**src/rtl/core/i2cms_pkg.sv**
```systemverilog
`default_nettype none

package i2cms_pkg;

	// Item modes.
	localparam logic [2:0] MODE_LOAD  = 3'd0;
	localparam logic [2:0] MODE_WRITE = 3'd1;
	localparam logic [2:0] MODE_READ  = 3'd2;
	localparam logic [2:0] MODE_EVENT = 3'd3;
	localparam logic [2:0] MODE_ERROR = 3'd4;
	localparam logic [2:0] MODE_TICK  = 3'd5;

	// Bit positions in status_flags for event items.
	localparam int EV_SB   = 0;
	localparam int EV_ADDR = 1;
	localparam int EV_TXE  = 2;
	localparam int EV_RXNE = 4;

	// Bit positions in status_flags for error items.
	localparam int ER_AF = 0;

	// Configuration register indexes.
	localparam logic [1:0] REG_MAX_ERRORS = 2'd0;
	localparam logic [1:0] REG_TIMEOUT    = 2'd1;

	localparam logic [3:0]  MAX_ERRORS_RST = 4'd5;
	localparam logic [15:0] TIMEOUT_RST    = 16'd100;

	localparam int IDX_W = 5;
	localparam int LEN_W = 6;

	typedef enum logic [1:0] {
		PH_IDLE    = 2'd0,
		PH_TX      = 2'd1,
		PH_RX      = 2'd2,
		PH_TIMEOUT = 2'd3
	} phase_t;

	typedef struct packed {
		logic [2:0]       mode;
		logic [IDX_W-1:0] buf_index;
		logic [7:0]       data_byte;
		logic [7:0]       slave_addr;
		logic [LEN_W-1:0] byte_count;
		logic             send_zero;
		logic [4:0]       status_flags;
	} item_t;

	typedef struct packed {
		logic             dr_write;
		logic [7:0]       dr_byte;
		logic             start_req;
		logic             stop_req;
		logic             ack_enable;
		logic             rx_valid;
		logic [7:0]       rx_byte;
		logic [IDX_W-1:0] rx_position;
		logic [1:0]       phase;
		logic [3:0]       error_count;
	} result_t;

	typedef struct packed {
		phase_t           phase;
		logic [7:0]       target;
		logic [LEN_W-1:0] tx_len;
		logic [LEN_W-1:0] rx_len;
		logic [LEN_W-1:0] bcnt;
		logic [3:0]       errs;
		logic             ack;
		logic [15:0]      ticks;
	} seq_state_t;

	// One write into the transmit store.
	typedef struct packed {
		logic             en;
		logic [IDX_W-1:0] addr;
		logic [7:0]       data;
	} store_wr_t;

endpackage

`default_nettype wire

```
**src/rtl/core/i2cms_if.sv**
```systemverilog
`default_nettype none

interface i2cms_cmd_if;
	logic       valid;
	logic       ready;
	logic [2:0] mode;
	logic [4:0] buf_index;
	logic [7:0] data_byte;
	logic [7:0] slave_addr;
	logic [5:0] byte_count;
	logic       send_zero;
	logic [4:0] status_flags;

	modport source (output valid, mode, buf_index, data_byte, slave_addr, byte_count,
		send_zero, status_flags, input ready);
	modport sink (input valid, mode, buf_index, data_byte, slave_addr, byte_count,
		send_zero, status_flags, output ready);
endinterface

interface i2cms_rsp_if;
	logic       valid;
	logic       ready;
	logic       dr_write;
	logic [7:0] dr_byte;
	logic       start_req;
	logic       stop_req;
	logic       ack_enable;
	logic       rx_valid;
	logic [7:0] rx_byte;
	logic [4:0] rx_position;
	logic [1:0] phase;
	logic [3:0] error_count;

	modport source (output valid, dr_write, dr_byte, start_req, stop_req, ack_enable,
		rx_valid, rx_byte, rx_position, phase, error_count, input ready);
	modport sink (input valid, dr_write, dr_byte, start_req, stop_req, ack_enable,
		rx_valid, rx_byte, rx_position, phase, error_count, output ready);
endinterface

interface i2cms_cfg_if;
	logic        valid;
	logic        ready;
	logic [1:0]  reg_index;
	logic [15:0] wdata;

	modport source (output valid, reg_index, wdata, input ready);
	modport sink (input valid, reg_index, wdata, output ready);
endinterface

`default_nettype wire

```
**src/rtl/core/i2c_master_transaction_sequencer.sv**
```systemverilog
// An accepted item waits in stage 1 and its result in the stage 2 register.
// Throughput: one item per cycle while results are taken; stage 2 decouples the sides.
// The transmit store is a RAM with registered read, prefetched at the next byte index.
// Reset (arst_n low, asynchronous) idles the sequencer and restores max_errors 5,
// timeout_ticks 100; transmit store contents stay undefined until loaded.
`default_nettype none

module i2c_master_transaction_sequencer
	import i2cms_pkg::*;
#(
	parameter int BUF_DEPTH = 32
) (
	input wire logic   clk,
	input wire logic   arst_n,
	i2cms_cmd_if.sink  cmd,
	i2cms_rsp_if.source rsp,
	i2cms_cfg_if.sink  cfg
);

	localparam int AW = (BUF_DEPTH > 1) ? $clog2(BUF_DEPTH) : 1;

	// Stage 1 holds the accepted item, stage 2 the finished result. The
	// sequencer state moves only when the stage 1 item passes into stage 2.
	logic       valid_s1;
	item_t      item_s1;
	logic       valid_s2;
	result_t    res_s2;
	logic       advance;
	logic       fire;

	seq_state_t state_q;
	seq_state_t step_nxt;
	seq_state_t state_d;
	result_t    step_res;
	store_wr_t  step_wr;

	logic [3:0]  max_errors_q;
	logic [15:0] timeout_q;

	logic          ram_we;
	logic [AW-1:0] ram_waddr;
	logic [AW-1:0] ram_raddr;
	logic [7:0]    ram_rdata;
	logic          fwd_hit_q;
	logic [7:0]    fwd_data_q;
	logic [7:0]    store_byte;

	assign advance   = !valid_s2 || rsp.ready;
	assign fire      = valid_s1 && advance;
	assign cmd.ready = !valid_s1 || advance;
	assign cfg.ready = 1'b1;

	always_ff @(posedge clk or negedge arst_n) begin
		if (!arst_n) begin
			valid_s1 <= 1'b0;
		end else if (cmd.ready) begin
			valid_s1 <= cmd.valid;
		end
	end

	always_ff @(posedge clk) begin
		if (cmd.ready && cmd.valid) begin
			item_s1.mode         <= cmd.mode;
			item_s1.buf_index    <= cmd.buf_index;
			item_s1.data_byte    <= cmd.data_byte;
			item_s1.slave_addr   <= cmd.slave_addr;
			item_s1.byte_count   <= cmd.byte_count;
			item_s1.send_zero    <= cmd.send_zero;
			item_s1.status_flags <= cmd.status_flags;
		end
	end

	// The user writes configuration only with no transaction in flight; not enforced.
	always_ff @(posedge clk or negedge arst_n) begin
		if (!arst_n) begin
			max_errors_q <= MAX_ERRORS_RST;
			timeout_q    <= TIMEOUT_RST;
		end else if (cfg.valid && cfg.ready) begin
			unique case (cfg.reg_index)
				REG_MAX_ERRORS: max_errors_q <= cfg.wdata[3:0];
				REG_TIMEOUT:    timeout_q    <= cfg.wdata;
				default: begin
				end
			endcase
		end
	end

	i2cms_step #(
		.BUF_DEPTH(BUF_DEPTH)
	) u_step (
		.cur          (state_q),
		.item         (item_s1),
		.max_errors   (max_errors_q),
		.timeout_ticks(timeout_q),
		.store_byte   (store_byte),
		.nxt          (step_nxt),
		.res          (step_res),
		.wr           (step_wr)
	);

	assign state_d = fire ? step_nxt : state_q;

	always_ff @(posedge clk or negedge arst_n) begin
		if (!arst_n) begin
			state_q <= '{phase: PH_IDLE, default: '0};
		end else begin
			state_q <= state_d;
		end
	end

	always_ff @(posedge clk or negedge arst_n) begin
		if (!arst_n) begin
			valid_s2 <= 1'b0;
		end else if (advance) begin
			valid_s2 <= valid_s1;
		end
	end

	always_ff @(posedge clk) begin
		if (fire) begin
			res_s2 <= step_res;
		end
	end

	// The store is read at the byte index the next item will see. A write in
	// the same cycle to that entry is forwarded around the RAM.
	assign ram_we    = fire && step_wr.en;
	assign ram_waddr = AW'(step_wr.addr);
	assign ram_raddr = AW'(state_d.bcnt);

	i2cms_ram #(
		.WIDTH(8),
		.DEPTH(BUF_DEPTH)
	) u_store (
		.clk  (clk),
		.we   (ram_we),
		.waddr(ram_waddr),
		.wdata(step_wr.data),
		.raddr(ram_raddr),
		.rdata(ram_rdata)
	);

	always_ff @(posedge clk or negedge arst_n) begin
		if (!arst_n) begin
			fwd_hit_q <= 1'b0;
		end else begin
			fwd_hit_q <= ram_we && (ram_waddr == ram_raddr);
		end
	end

	always_ff @(posedge clk) begin
		fwd_data_q <= step_wr.data;
	end

	assign store_byte = fwd_hit_q ? fwd_data_q : ram_rdata;

	assign rsp.valid       = valid_s2;
	assign rsp.dr_write    = res_s2.dr_write;
	assign rsp.dr_byte     = res_s2.dr_byte;
	assign rsp.start_req   = res_s2.start_req;
	assign rsp.stop_req    = res_s2.stop_req;
	assign rsp.ack_enable  = res_s2.ack_enable;
	assign rsp.rx_valid    = res_s2.rx_valid;
	assign rsp.rx_byte     = res_s2.rx_byte;
	assign rsp.rx_position = res_s2.rx_position;
	assign rsp.phase       = res_s2.phase;
	assign rsp.error_count = res_s2.error_count;

endmodule

`default_nettype wire

```
**src/rtl/core/i2cms_ram.sv**
```systemverilog
`default_nettype none

module i2cms_ram #(
	parameter int WIDTH = 8,
	parameter int DEPTH = 32,
	localparam int AW = (DEPTH > 1) ? $clog2(DEPTH) : 1
) (
	input  wire logic             clk,
	input  wire logic             we,
	input  wire logic [AW-1:0]    waddr,
	input  wire logic [WIDTH-1:0] wdata,
	input  wire logic [AW-1:0]    raddr,
	output logic      [WIDTH-1:0] rdata
);

	logic [WIDTH-1:0] mem [DEPTH];

	// Read returns the contents before a write in the same cycle.
	always_ff @(posedge clk) begin
		if (we) begin
			mem[waddr] <= wdata;
		end
		rdata <= mem[raddr];
	end

endmodule

`default_nettype wire

```
**src/rtl/core/i2cms_step.sv**
```systemverilog
`default_nettype none

module i2cms_step
	import i2cms_pkg::*;
#(
	parameter int BUF_DEPTH = 32
) (
	input  wire seq_state_t  cur,
	input  wire item_t       item,
	input  wire logic [3:0]  max_errors,
	input  wire logic [15:0] timeout_ticks,
	input  wire logic [7:0]  store_byte,
	output seq_state_t       nxt,
	output result_t          res,
	output store_wr_t        wr
);

	localparam int LEN_CAP = (BUF_DEPTH < 32) ? BUF_DEPTH : 32;
	localparam logic [LEN_W-1:0] CAP = LEN_W'(LEN_CAP);

	function automatic seq_state_t go_stop(seq_state_t s, phase_t p);
		seq_state_t t;
		t        = s;
		t.phase  = p;
		t.tx_len = '0;
		t.rx_len = '0;
		t.bcnt   = '0;
		return t;
	endfunction

	function automatic logic [3:0] bump(logic [3:0] e);
		return (e == 4'hF) ? e : e + 4'd1;
	endfunction

	logic             active;
	logic             fatal;
	logic [LEN_W-1:0] cap_cnt;

	assign active  = (cur.phase == PH_TX) || (cur.phase == PH_RX);
	assign fatal   = |item.status_flags[4:1];
	assign cap_cnt = (item.byte_count > CAP) ? CAP : item.byte_count;

	always_comb begin
		nxt = cur;
		res = '0;
		wr  = '0;

		unique case (item.mode)
			MODE_LOAD: begin
				if (32'(item.buf_index) < BUF_DEPTH) begin
					wr.en   = 1'b1;
					wr.addr = item.buf_index;
					wr.data = item.data_byte;
				end
			end
			MODE_WRITE, MODE_READ: begin
				nxt.target = item.slave_addr;
				if (item.mode == MODE_WRITE) begin
					if (item.send_zero) begin
						wr.en      = 1'b1;
						wr.addr    = '0;
						wr.data    = 8'h00;
						nxt.tx_len = LEN_W'(1);
					end else begin
						nxt.tx_len = cap_cnt;
					end
					nxt.rx_len = '0;
					nxt.phase  = PH_TX;
				end else begin
					nxt.rx_len = cap_cnt;
					nxt.tx_len = '0;
					nxt.phase  = PH_RX;
				end
				nxt.bcnt      = '0;
				nxt.errs      = '0;
				nxt.ticks     = '0;
				res.start_req = 1'b1;
			end
			MODE_EVENT: begin
				if (active) begin
					if (item.status_flags[EV_SB]) begin
						res.dr_write = 1'b1;
						res.dr_byte  = nxt.target;
					end
					if (item.status_flags[EV_ADDR] && nxt.phase == PH_RX) begin
						if (nxt.rx_len <= LEN_W'(1)) begin
							nxt.ack      = 1'b0;
							res.stop_req = 1'b1;
							if (nxt.rx_len == '0) begin
								nxt = go_stop(nxt, PH_IDLE);
							end
						end else begin
							nxt.ack = 1'b1;
						end
					end
					if (nxt.phase == PH_TX) begin
						if (item.status_flags[EV_TXE] && nxt.bcnt < nxt.tx_len) begin
							res.dr_write = 1'b1;
							res.dr_byte  = store_byte;
							nxt.bcnt     = nxt.bcnt + LEN_W'(1);
						end
						if (nxt.bcnt >= nxt.tx_len) begin
							res.stop_req = 1'b1;
							nxt = go_stop(nxt, PH_IDLE);
						end
					end
					if (item.status_flags[EV_RXNE] && nxt.phase == PH_RX
						&& nxt.bcnt < nxt.rx_len) begin
						res.rx_valid    = 1'b1;
						res.rx_byte     = item.data_byte;
						res.rx_position = nxt.bcnt[IDX_W-1:0];
						nxt.bcnt        = nxt.bcnt + LEN_W'(1);
						if (nxt.rx_len - nxt.bcnt == LEN_W'(1)) begin
							nxt.ack = 1'b0;
						end
						if (nxt.bcnt == nxt.rx_len) begin
							res.stop_req = 1'b1;
							nxt = go_stop(nxt, PH_IDLE);
						end
					end
				end
			end
			MODE_ERROR: begin
				if (active) begin
					if (item.status_flags[ER_AF]) begin
						// Address NACK restarts; data NACK steps back to resend.
						if (nxt.bcnt == '0) begin
							res.stop_req  = 1'b1;
							res.start_req = 1'b1;
						end else begin
							nxt.bcnt = nxt.bcnt - LEN_W'(1);
						end
						nxt.errs = bump(nxt.errs);
					end
					if (fatal) begin
						nxt.errs = bump(max_errors);
					end
					nxt.errs = bump(nxt.errs);
					if (fatal || nxt.errs > max_errors) begin
						res.start_req = 1'b0;
						nxt = go_stop(nxt, PH_IDLE);
					end
				end
			end
			MODE_TICK: begin
				if (active) begin
					if (nxt.ticks != 16'hFFFF) begin
						nxt.ticks = nxt.ticks + 16'd1;
					end
					if (nxt.ticks > timeout_ticks) begin
						nxt = go_stop(nxt, PH_TIMEOUT);
					end
				end
			end
			default: begin
			end
		endcase

		res.ack_enable  = nxt.ack;
		res.phase       = nxt.phase;
		res.error_count = nxt.errs;
	end

endmodule

`default_nettype wire

```
**src/flat_wrapper.sv**
```systemverilog
// flat-port wrapper written by rule: the top's interface ports become plain ports
module i2c_master_transaction_sequencer_flat import i2cms_pkg::*;
#(
	parameter int BUF_DEPTH = 32
)
  (clk, arst_n, cmd_valid, cmd_mode, cmd_buf_index, cmd_data_byte, cmd_slave_addr, cmd_byte_count, cmd_send_zero, cmd_status_flags, cmd_ready, rsp_valid, rsp_dr_write, rsp_dr_byte, rsp_start_req, rsp_stop_req, rsp_ack_enable, rsp_rx_valid, rsp_rx_byte, rsp_rx_position, rsp_phase, rsp_error_count, rsp_ready, cfg_valid, cfg_reg_index, cfg_wdata, cfg_ready);
  i2cms_cmd_if cmd_i ();
  i2cms_rsp_if rsp_i ();
  i2cms_cfg_if cfg_i ();
  input wire logic clk;
  input wire logic arst_n;
  input wire logic [$bits(cmd_i.valid)-1:0] cmd_valid;
  input wire logic [$bits(cmd_i.mode)-1:0] cmd_mode;
  input wire logic [$bits(cmd_i.buf_index)-1:0] cmd_buf_index;
  input wire logic [$bits(cmd_i.data_byte)-1:0] cmd_data_byte;
  input wire logic [$bits(cmd_i.slave_addr)-1:0] cmd_slave_addr;
  input wire logic [$bits(cmd_i.byte_count)-1:0] cmd_byte_count;
  input wire logic [$bits(cmd_i.send_zero)-1:0] cmd_send_zero;
  input wire logic [$bits(cmd_i.status_flags)-1:0] cmd_status_flags;
  output wire logic [$bits(cmd_i.ready)-1:0] cmd_ready;
  output wire logic [$bits(rsp_i.valid)-1:0] rsp_valid;
  output wire logic [$bits(rsp_i.dr_write)-1:0] rsp_dr_write;
  output wire logic [$bits(rsp_i.dr_byte)-1:0] rsp_dr_byte;
  output wire logic [$bits(rsp_i.start_req)-1:0] rsp_start_req;
  output wire logic [$bits(rsp_i.stop_req)-1:0] rsp_stop_req;
  output wire logic [$bits(rsp_i.ack_enable)-1:0] rsp_ack_enable;
  output wire logic [$bits(rsp_i.rx_valid)-1:0] rsp_rx_valid;
  output wire logic [$bits(rsp_i.rx_byte)-1:0] rsp_rx_byte;
  output wire logic [$bits(rsp_i.rx_position)-1:0] rsp_rx_position;
  output wire logic [$bits(rsp_i.phase)-1:0] rsp_phase;
  output wire logic [$bits(rsp_i.error_count)-1:0] rsp_error_count;
  input wire logic [$bits(rsp_i.ready)-1:0] rsp_ready;
  input wire logic [$bits(cfg_i.valid)-1:0] cfg_valid;
  input wire logic [$bits(cfg_i.reg_index)-1:0] cfg_reg_index;
  input wire logic [$bits(cfg_i.wdata)-1:0] cfg_wdata;
  output wire logic [$bits(cfg_i.ready)-1:0] cfg_ready;
  assign cmd_i.valid = cmd_valid;
  assign cmd_i.mode = cmd_mode;
  assign cmd_i.buf_index = cmd_buf_index;
  assign cmd_i.data_byte = cmd_data_byte;
  assign cmd_i.slave_addr = cmd_slave_addr;
  assign cmd_i.byte_count = cmd_byte_count;
  assign cmd_i.send_zero = cmd_send_zero;
  assign cmd_i.status_flags = cmd_status_flags;
  assign cmd_ready = cmd_i.ready;
  assign rsp_valid = rsp_i.valid;
  assign rsp_dr_write = rsp_i.dr_write;
  assign rsp_dr_byte = rsp_i.dr_byte;
  assign rsp_start_req = rsp_i.start_req;
  assign rsp_stop_req = rsp_i.stop_req;
  assign rsp_ack_enable = rsp_i.ack_enable;
  assign rsp_rx_valid = rsp_i.rx_valid;
  assign rsp_rx_byte = rsp_i.rx_byte;
  assign rsp_rx_position = rsp_i.rx_position;
  assign rsp_phase = rsp_i.phase;
  assign rsp_error_count = rsp_i.error_count;
  assign rsp_i.ready = rsp_ready;
  assign cfg_i.valid = cfg_valid;
  assign cfg_i.reg_index = cfg_reg_index;
  assign cfg_i.wdata = cfg_wdata;
  assign cfg_ready = cfg_i.ready;
  i2c_master_transaction_sequencer #(.BUF_DEPTH(BUF_DEPTH)) u_core (.clk(clk), .arst_n(arst_n), .cmd(cmd_i), .rsp(rsp_i), .cfg(cfg_i));
endmodule
```
**config.mk**
```make
export PLATFORM = sky130hd
export DESIGN_NAME = i2c_master_transaction_sequencer_flat
export DESIGN_NICKNAME = d
export VERILOG_FILES = /design/src/rtl/core/i2cms_pkg.sv /design/src/rtl/core/i2cms_if.sv /design/src/rtl/core/i2c_master_transaction_sequencer.sv /design/src/rtl/core/i2cms_ram.sv /design/src/rtl/core/i2cms_step.sv /design/src/flat_wrapper.sv
export SDC_FILE = /design/constraint.sdc
export NUM_CORES = 1
export LEC_CHECK = 0
export ABC_AREA = 1
export BUFFER_PORTS_ARGS = -buffer_cell sky130_fd_sc_hd__buf_2
export CAP_MARGIN = 0
export CORE_ASPECT_RATIO = 1.2
export CORE_UTILIZATION = 62
export DETAILED_ROUTE_END_ITERATION = 6
export HOLD_SLACK_MARGIN = 0.05
export MAX_ROUTING_LAYER = met4
export PLACE_DENSITY_LB_ADDON = 0.2
export SLEW_MARGIN = 40
export SYNTH_ARGS = -nofsm -noshare
export SYNTH_HDL_FRONTEND = slang
export SYNTH_SLANG_ARGS = --single-unit
```
**constraint.sdc**
```tcl
create_clock -name clk -period 18.7 [get_ports clk]
set_clock_uncertainty 0.2 [all_clocks]
set_input_delay 3.74 -clock clk [delete_from_list [all_inputs] [get_ports clk]]
set_output_delay 3.74 -clock clk [all_outputs]
set_load 0.02 [all_outputs]
```
==> key figures, run 1 <==
Worst setup path
  • Reg2reg setup slack: 10.34 ns
  • Critical path startpoint category: flip-flop
  • Critical Path Sink Type: flip-flop
  • Worst Path Arrival: 8.59 ns
  • Critical Path Slowest Stage Cell: buf_6
  • Required time of the worst setup path: 18.93 ns
  • Kind of critical path: reg2reg
  • Max stage delay on crit path: 0.62 ns
  • Worst Path Max Fanout: 89
  • Most used cell, CP: nand2_1

STA
  • Slew Viols, Final: 0
  • Relative slew slack: 42.6%
  • Setup TNS: 0 ns
  • Period utilisation layout: 44.7%
  • Worst Tran Pin Value: 0.860 ns
  • Setup WS post-layout: 10.34 ns
  • Crit path time final: 8.36 ns
  • Final count of negative-setup-slack endpoints: 0
  • Max Freq: 120 MHz
  • Final hold vios: 0
  • RSZ-0062 raised after global routing: no

Detailed routing
  • Via density: 5.81
  • Post-route ant nets: 0
  • 1st-iter DRT viols: 1422
  • Vias: 14900
  • Routed len/inst: 19.2 um
  • # DRC: 14
  • Total Wirelength: 49100 um
  • DRT Pass-1 Iters: 7

Die
  • Die Span X: 166 um
  • Core ar.: 0.0316 mm^2
  • Die height: 199 um
  • Std-Cell Rows: 71
  • Effective utilization at floorplan: 63.4%
  • Die ar.: 0.0331 mm^2
  • Ports: 94

Logic synthesis
  • Most used DFF post-synth: edfxtp_1
  • Net Count, Synth: 2169
  • Post-Syn Area: 0.0201 mm^2
  • Top cell type's share of synthesized area: 48.5%
  • Yosys warning total: 0
  • Top post-synthesis cells by area: edfxtp_1 (49%), nand2_1 (8.9%), dfrtp_1 (8.4%), nand3_1 (6.8%), inv_1 (4.7%)
  • Most frequent cells after synthesis: nand2_1 (473), edfxtp_1 (324), nand3_1 (272)
  • Post-synth EDFFs: 324
  • Synth Area per Inst: 9.74 um^2
  • Area leader, netlist: edfxtp_1
  • Sequential-to-total area share from yosys stat: 59.1%
  • Netlist cell types: 55
  • Most numerous cell in the Yosys netlist: nand2_1
  • Mapped Cells: 2059
  • Post-synthesis register bit count: 412
  • Async SR Flop Fraction: 17.5%

Final layout
  • Area growth syn-to-layout: 10.2%
  • Layout fillers: 2382
  • Share of cells above drive strength 1: 10.8%
  • Post-route cell area: 0.0221 mm^2
  • # nets final: 2239
  • Antenna diode count: 0

Clock network
  • Max H-tree Level: 2
  • Root buffer cell: clkbuf_16
  • CTS tree: built
  • Clk Latency, worst-skew pair: 0.55 ns
  • Cts bufs inserted: 41
  • Clk buf depth: 3
  • Hold buffer count at CTS: 0
  • CTS clk-pin slew, worst paths: 0.06 ns
  • # resized after CTS: 0
  • Clock Sink Count: 412
  • Setup bufs post-CTS: 0

Status
  • Run status: finished, violations left
  • Failing checks: DRC

Place
  • GPL Wtd Cong: 0.965
  • DP Area: 0.0207 mm^2
  • PortBufs: 92
  • Post-detail-place hpwl: 32200 um
  • Post-place setup slack: 10.46 ns

GRT
  • Gr usage total: 31.3%
  • Largest net degree at the start of global routing: 90
  • GRT overflow: 0
  • Number of global-route vias before repair: 14400
  • Initial antenna violation count: 0
  • First-pass GRT wire length: 77300 um

Flow run
  • Max-cap violations: 0

Power and ir drop
  • Leakage: 9.33 nW
  • PwrDens: 140 mW/mm^2
  • Worst VDD drop: 0.0952 mV

Hold path
  • Min-Delay Path Class: reg2reg
[area by class of cell]
| class | count | area, um^2 | area share [%] |
|---|---|---|---|
| Timing Repair Buffer | 111 | 613 | 2.78 |
| Clock buffer | 52 | 1130 | 5.12 |
| Tap cell | 401 | 502 | 2.27 |
| Inverter | 260 | 977 | 4.42 |
| Sequential cell | 412 | 11900 | 53.7 |
| Clock inverter | 24 | 223 | 1.01 |
| Multi-Input combinational cell | 1303 | 6790 | 30.7 |
[per-layer routing]
layer  vias up  part of all wire [%]  track usage, %
li1       7088                     -               -
met1      7040                    40            39.6
met2       641                    50            52.3
met3       116                   6.9            3.88
met4         0                   3.1            11.4
met5         -                     0               -
[cell families after synthesis]
family | Yosys count | share of synthesized area, %
other | 1 | 0.0187
and+or+nand+nor | 1019 | 22.6
buffers and inverters | 344 | 7.38
DFF | 412 | 59.1
AOI/OAI and AO/OA | 188 | 5.58
muxes | 17 | 0.930
adders and majority gates | 51 | 3.22
xor gates and xnor gates | 27 | 1.18
[layout by cell type, fill, tap and decap left out, types with 50 or more instances in the layout]
| cell | n |
|---|---|
| a21oi_1 | 56 |
| buf_2 | 91 |
| dfrtp_1 | 67 |
| edfxtp_1 | 324 |
| ha_1 | 50 |
| inv_1 | 248 |
| nand2_1 | 471 |
| nand3_1 | 272 |
| nand3b_1 | 58 |
| nor2_1 | 149 |
| o21ai_0 | 67 |
[report_power, final]
group / total, W / internal [W] / switching, W
registers: 0.00110 / 0.00106 / 0.0000436
clock network: 0.000829 / 0.000485 / 0.000344
logic: 0.00116 / 0.000358 / 0.000800
[path summary, 6_finish.rpt]
path / from / endpoint / cells after the start
max: u_core.state_q[47] / u_core.u_store.rdata[3] / 48
min: u_core.item_s1[19] / u_core.state_q[46] / 1
max reg2reg: u_core.state_q[47] / u_core.u_store.rdata[3] / 48
min reg2reg: u_core.item_s1[19] / u_core.state_q[46] / 1
max in group asynchronous: arst_n / u_core.state_q[9] / 1
min in group asynchronous: arst_n / u_core.rsp.valid / 1
[critical path: cells and delay by family (launching register included)]
| family | cells | cell delay (ns) |
|---|---|---|
| buffers and inverters | 10 | 1.86 |
| AND/OR/NAND/NOR | 28 | 3.83 |
| adder cells (fa/ha/maj) | 4 | 1.05 |
| AO/OA/AOI/OAI | 6 | 0.77 |
| flip-flops | 1 | 0.44 |
[sequential cells by signal (all words and copies together), names as in the netlist, 2 cells and up]
signal / flops
u_core.rsp.rx_byte: 8
u_core.rsp.rx_position: 5
u_core.rsp.phase: 2
u_core.rsp.error_count: 4
u_core.state_q: 49
u_core.item_s1: 36
u_core.u_store.rdata: 8
u_core.timeout_q: 16
u_core.fwd_data_q: 8
u_core.rsp.dr_byte: 8
u_core.u_store.mem: 256
u_core.max_errors_q: 4
[metrics by stage]
| stage | power (W) | hold slack (ns) | instances | util [%] |
|---|---|---|---|---|
| after global placement | 0.00224 | 0.260 | 2486 | 65.4 |
| final | 0.00309 | 0.284 | 2563 | 69.9 |
| after global routing | 0.00327 | 0.302 | 2563 | 69.9 |
| after detailed placement | 0.00225 | 0.276 | 2487 | 65.5 |
| after CTS | 0.00308 | 0.290 | 2563 | 69.8 |
| after floorplan | 0.00198 | 0.253 | 2059 | - |
Note: power is estimated with default switching activity, not from simulation.
==> run 2: changes to the inputs <==
clock period = 8.75 ns   (was 18.7 ns; I/O delays follow)
==> key figures, run 2 (synthesis gave the netlist of run 1 again) <==
Clock network
  • Hold buffer count at CTS: 0 (unchanged)
  • Setup bufs post-CTS: 0 (unchanged)
  • Max H-tree Level: 2 (unchanged)
  • Cts bufs inserted: 42 (+2.4%)
  • # resized after CTS: 0 (unchanged)
  • Clock Sink Count: 412 (unchanged)
  • CTS tree: built
  • Root buffer cell: clkbuf_16
  • CTS clk-pin slew, worst paths: 0.06 ns (about the same)
  • Clk buf depth: 3 (unchanged)
  • Clk Latency, worst-skew pair: 0.56 ns (about the same)

Detailed routing
  • Met2 WL: 24500 um (+0.51%)
  • Post-route ant nets: 0 (unchanged)
  • WL met3: 3690 um (+8.8%)
  • Total Wirelength: 49700 um (+1.2%)
  • 1st-iter DRT viols: 1533 (+7.8%)
  • Vias: 15100 (+1.7%)
  • # DRC: 14 (unchanged)
  • Routed len/inst: 19.4 um (+1.1%)
  • DRT Pass-1 Iters: 7 (unchanged)
  • Via density: 5.90 (+1.6%)
  • Top routing layer in use: met4
  • M1 WL: 19600 um (-1.4%)

Final layout
  • Share of cells above drive strength 1: 10.8% (-0.051 points)
  • Area growth syn-to-layout: 10.0%
  • Post-route cell area: 0.0221 mm^2 (-0.12%)
  • # nets final: 2243 (+0.18%)
  • Most common cell after layout, fill and taps aside: nand2_1
  • Most frequent cells in the layout: nand2_1 (471), edfxtp_1 (324), nand3_1 (272)
  • Reg with most FFs: u_core.u_store.mem
  • Layout fillers: 2419 (+1.6%)
  • Regs by FF count: u_core.u_store.mem (256), u_core.state_q (49), u_core.item_s1 (36)
  • Max reg flops: 256 (unchanged)

STA
  • Slew Viols, Final: 0 (unchanged)
  • Worst Tran Pin Value: 0.837 ns (-0.0228 ns)
  • Crit path time final: 7.81 ns (-0.554 ns)
  • Final count of negative-setup-slack endpoints: 0 (unchanged)
  • Relative slew slack: 44.2% (+1.5 points)
  • Final hold vios: 0 (unchanged)
  • Final hold slack: 0.280 ns (-0.00456 ns)
  • RSZ-0062 raised after global routing: no
  • Period utilisation layout: 89.2% (+45 points)
  • Setup TNS: 0 ns (unchanged)
  • Max Freq: 128 MHz (+7.1%)
  • Setup WS post-layout: 0.945 ns (-9.40 ns)

Power and ir drop
  • Sequential power share: 35.8% (+0.2 points)
  • Sw Ratio: 39.2% (+0.74 points)
  • Worst VDD drop: 0.199 mV (+110%)
  • Combinational share of power: 38.4% (+0.9 points)
  • Pwr Total: 0.00658 W (+110%)
  • Leakage: 9.33 nW (about the same)
  • PwrDens: 298 mW/mm^2 (+110%)
  • Clock power frac: 25.9% (-1.0 points)
  • Switching Power: 0.00258 W (+120%)
  • Pint: 0.00400 W (+110%)

Place
  • GPL Wtd Cong: 0.938 (-2.8%)
  • Post-detail-place hpwl: 32500 um (+0.92%)
  • PortBufs: 92 (unchanged)
  • DP Area: 0.0207 mm^2 (about the same)
  • Post-place setup slack: 1.03 ns (-9.43 ns)

Worst setup path
  • Critical Path Sink Type: flip-flop
  • Critical Path Slowest Stage Cell: nand2_4
  • Max stage delay on crit path: 0.49 ns (-0.13 ns)
  • Worst Path Arrival: 8.04 ns (-0.55 ns)
  • Required time of the worst setup path: 8.99 ns (-9.94 ns)
  • Kind of critical path: reg2reg
  • Worst Path Max Fanout: 52 (-42%)
  • Critical path startpoint category: flip-flop
  • Most used cell, CP: nand2_1

Die
  • Core ar.: 0.0316 mm^2 (unchanged)
  • Die ar.: 0.0331 mm^2 (unchanged)
  • Die Span X: 166 um (unchanged)
  • Die height: 199 um (unchanged)
  • Std-Cell Rows: 71 (unchanged)
  • Ports: 94 (unchanged)
  • Effective utilization at floorplan: 63.4% (unchanged)

GRT
  • Number of global-route vias before repair: 14800 (+2.7%)
  • GRT overflow: 0 (unchanged)
  • Gr usage total: 31.6% (+0.30 points)
  • Largest net degree at the start of global routing: 121 (+34%)
  • First-pass GRT wire length: 78100 um (+1.0%)
  • Initial antenna violation count: 1 (+1)

Status
  • Run status: finished, violations left
  • Failing checks: DRC

Flow run
  • Max-cap violations: 0 (unchanged)

Hold path
  • Min-Delay Path Class: reg2reg
[run 2: cell count changes in the layout (fill, tap and decap cells not counted), moves of 2 or more]
cell	change
nor2_1	+3
clkinv_2	+2
bufinv_16	-2
clkbuf_8	+3
clkbuf_16	-2
buf_4	+2
nor2_2	-2
[run 2: cell type report]
cell class	instances	area [um^2]	share of cell area, %
sequential	412	11900	53.7
multi-input combinational	1303	6780	30.7
clock inverter	22	184	0.834
tap	401	502	2.27
clock buffer	52	1110	5.02
timing repair buffer	114	651	2.95
inverter	260	976	4.42
antenna	1	2.50	0.0113
[run 2: power groups by stage]
stage               logic (W)  clock network (W)  registers, W
floorplan             0.00185                  0       0.00238
global placement      0.00242                  0       0.00238
detailed placement    0.00247                  0       0.00239
CTS                   0.00249            0.00172       0.00235
global route          0.00281            0.00179       0.00236
finish                0.00252            0.00170       0.00235
[run 2: critical path: cells and delay by family, from the launching register on]
kind / cells / cell delay, ns
AOI/OAI and AO/OA: 6 / 0.81
adders and majority gates: 4 / 1.05
buffers and inverters: 9 / 1.43
DFF: 1 / 0.43
and+or+nand+nor: 27 / 3.75
[run 2: path summary, 6_finish.rpt]
check / start / end / slack, ns / depth (start not counted)
setup reg to reg: u_core.state_q[47] / u_core.u_store.rdata[3] / 0.94 / 46
setup / recovery: u_core.state_q[47] / u_core.u_store.rdata[3] / 0.94 / 46
max in group asynchronous: arst_n / u_core.state_q[4] / 6.81 / 1
min in group asynchronous: arst_n / u_core.rsp.valid / 1.02 / 1
hold reg to reg: u_core.item_s1[14] / u_core.state_q[41] / 0.28 / 1
hold / removal: u_core.item_s1[14] / u_core.state_q[41] / 0.28 / 1
[run 2: per-stage QoR]
step | std cells | util [%]
global placement | 2489 | 65.5
CTS | 2564 | 69.7
global route | 2565 | 69.8
finish | 2565 | 69.8
detailed placement | 2490 | 65.6
floorplan | 2059 | -
[run 2: per-layer routing]
metal  track usage [%]  vias to the layer above
met2              52.6                      648
met3              4.81                      136
met1              38.4                     7262
li1                  -                     7091
met5                 -                        -
met4              14.3                        0
==> run 3: changes to the inputs <==
CELL_PAD_IN_SITES_DETAIL_PLACEMENT = 2   (was default)
CELL_PAD_IN_SITES_GLOBAL_PLACEMENT = 2   (was default)
CORE_UTILIZATION = 40   (was 62)
SKIP_CTS_REPAIR_TIMING = 1   (was default)
==> key figures, run 3 (synthesis gave the netlist of run 1 again) <==
STA
  • Crit path time final: 7.94 ns (+0.134 ns)
  • RSZ-0062 raised after global routing: no
  • Max Freq: 126 MHz (-1.7%)
  • Worst Tran Pin Value: 0.899 ns (+0.0618 ns)
  • Final count of negative-setup-slack endpoints: 0 (unchanged)
  • Setup WS post-layout: 0.810 ns (-0.134 ns)
  • Relative slew slack: 39.8% (-4.3 points)
  • Setup TNS: 0 ns (unchanged)
  • Final hold slack: 0.281 ns (+0.000952 ns)
  • Final hold vios: 0 (unchanged)
  • Period utilisation layout: 90.7% (+1.5 points)
  • Slew Viols, Final: 0 (unchanged)

Detailed routing
  • Via density: 5.47 (-7.4%)
  • Post-route ant nets: 0 (unchanged)
  • Top routing layer in use: met4
  • # DRC: 22 (+8)
  • DRT Pass-1 Iters: 6 (-1)
  • Routed len/inst: 23.6 um (+22%)
  • Met2 WL: 35300 um (+44%)
  • Vias: 15400 (+1.7%)
  • M1 WL: 27200 um (+39%)
  • Total Wirelength: 66500 um (+34%)
  • WL met3: 2050 um (-45%)
  • 1st-iter DRT viols: 734 (-52%)

GRT
  • Gr usage total: 27.1% (-4.5 points)
  • Initial antenna violation count: 1 (unchanged)
  • Largest net degree at the start of global routing: 85 (-30%)
  • First-pass GRT wire length: 101000 um (+30%)
  • Number of global-route vias before repair: 17100 (+16%)
  • GRT overflow: 0 (unchanged)

Power and ir drop
  • Sw Ratio: 40.8% (+1.6 points)
  • Switching Power: 0.00290 W (+12%)
  • Sequential power share: 33.4% (-2.4 points)
  • Combinational share of power: 38.7% (+0.3 points)
  • Pint: 0.00420 W (+5.1%)
  • PwrDens: 313 mW/mm^2 (+4.9%)
  • Worst VDD drop: 0.197 mV (-0.99%)
  • Clock power frac: 27.8% (+1.9 points)
  • Leakage: 9.47 nW (+1.5%)

Worst setup path
  • Max stage delay on crit path: 0.44 ns (-0.05 ns)
  • Critical Path Slowest Stage Cell: dfrtp_1
  • Worst Path Max Fanout: 43 (-17%)
  • Most used cell, CP: nand2_1
  • Crit path depth: 47 (+2.2%)
  • Required time of the worst setup path: 9.05 ns (+0.06 ns)
  • Reg2reg path depth: 47 (+2.2%)
  • Crit path max-delay family: simple AND/OR/NAND/NOR gates
  • Kind of critical path: reg2reg
  • Critical path startpoint category: flip-flop
  • Reg-to-reg startpoint: u_core.state_q[47]
  • Worst Path Arrival: 8.24 ns (+0.20 ns)
  • CP Buf/Inv Count: 10 (+1)
  • Critical Path Sink Type: flip-flop
  • Crit path from: u_core.state_q[47]

Die
  • Die ar.: 0.0510 mm^2 (+54%)
  • Die height: 247 um (+24%)
  • Core ar.: 0.0493 mm^2 (+56%)
  • Effective utilization at floorplan: 40.6% (-23 points)
  • Die Span X: 206 um (+24%)
  • Std-Cell Rows: 89 (+25%)
  • Ports: 94 (unchanged)

Final layout
  • # nets final: 2252 (+0.40%)
  • Post-route cell area: 0.0227 mm^2 (+2.9%)
  • Regs by FF count: u_core.u_store.mem (256), u_core.state_q (49), u_core.item_s1 (36)
  • Reg with most FFs: u_core.u_store.mem
  • Most common cell after layout, fill and taps aside: nand2_1
  • Share of cells above drive strength 1: 12.3% (+1.5 points)
  • Area growth syn-to-layout: 13.2%
  • Most frequent cells in the layout: nand2_1 (471), edfxtp_1 (324), nand3_1 (272)
  • Max reg flops: 256 (unchanged)

Clock network
  • Clk buf depth: 3 (unchanged)
  • CTS clk-pin slew, worst paths: 0.06 ns (about the same)
  • CTS tree: built
  • Root buffer cell: clkbuf_16
  • Cts bufs inserted: 45 (+7.1%)
  • Max H-tree Level: 2 (unchanged)
  • Clock Sink Count: 412 (unchanged)
  • Clk Latency, worst-skew pair: 0.60 ns (+0.04 ns)

Status
  • Run status: finished, violations left
  • Failing checks: DRC

Flow run
  • Max-cap violations: 0 (unchanged)

Place
  • GPL Wtd Cong: 0.876 (-6.5%)
  • Post-place setup slack: 0.307 ns (-0.725 ns)
  • DP Area: 0.0211 mm^2 (+1.6%)
  • Post-detail-place hpwl: 44400 um (+37%)
  • PortBufs: 92 (unchanged)

Hold path
  • Min-Delay Path Class: reg2reg
  • Start point of the worst hold path: u_core.item_s1[19]
  • Worst Hold Depth: 1 (unchanged)
## run 3: cell types whose count changed in the layout (fill, tap and decap cells not counted), moves of 3 or more
cell | before | now
nor2_1 | 152 | 140
clkbuf_16 | 42 | 45
clkinvlp_4 | 1 | 4
clkinv_1 | 10 | 5
bufinv_16 | 2 | 5
nor2_2 | 14 | 26
buf_6 | 1 | 5
## run 3: area by class of cell
class | instances | area [um^2]
clock buffers | 57 | 1220
flip-flops and latches | 412 | 11900
repair buffers | 119 | 709
multi-input cells | 1304 | 6840
inverters | 260 | 978
well taps | 637 | 797
diodes | 1 | 2.50
fillers | 5209 | 26600
clock inverters | 27 | 297
## run 3: worst reg2reg max path: cells and delay by family (launching register included)
family | cells | cell delay, ns
buffers and inverters | 10 | 1.39
AO/OA/AOI/OAI | 6 | 0.86
AND/OR/NAND/NOR | 27 | 3.90
flip-flops | 1 | 0.44
adder cells (fa/ha/maj) | 4 | 1.05
## run 3: worst paths after layout
| path | end | slack [ns] |
|---|---|---|
| worst max-delay path | u_core.u_store.rdata[1] | 0.81 |
| max in group asynchronous | u_core.state_q[8] | 6.63 |
| worst max register to register | u_core.u_store.rdata[1] | 0.81 |
| worst min-delay path | u_core.state_q[46] | 0.28 |
| min in group asynchronous | u_core.state_q[29] | 0.81 |
| worst min register to register | u_core.state_q[46] | 0.28 |
## run 3: power groups by stage
stage | logic (W) | registers, W | clock network (W)
2_1_floorplan | 0.00185 | 0.00238 | 0
3_3_place_gp | 0.00257 | 0.00240 | 0
3_5_place_dp | 0.00270 | 0.00241 | 0
4_1_cts | 0.00274 | 0.00237 | 0.00202
5_1_grt | 0.00305 | 0.00239 | 0.00208
6_report | 0.00275 | 0.00237 | 0.00198
## run 3: per-layer routing
metal | up-vias | GRT usage [%]
li1 | 7120 | -
met1 | 7923 | 30.9
met2 | 247 | 49.2
met3 | 108 | 3.06
met4 | 0 | 8.37
met5 | - | -
## run 3: through the flow
step / utilization, % / power (W) / instances
2_1_floorplan: - / 0.00423 / 2059
6_report: 46.0 / 0.00710 / 2817
4_1_cts: 45.8 / 0.00713 / 2813
3_3_place_gp: 42.7 / 0.00497 / 2729
3_5_place_dp: 42.7 / 0.00511 / 2729
5_1_grt: 46.0 / 0.00752 / 2817
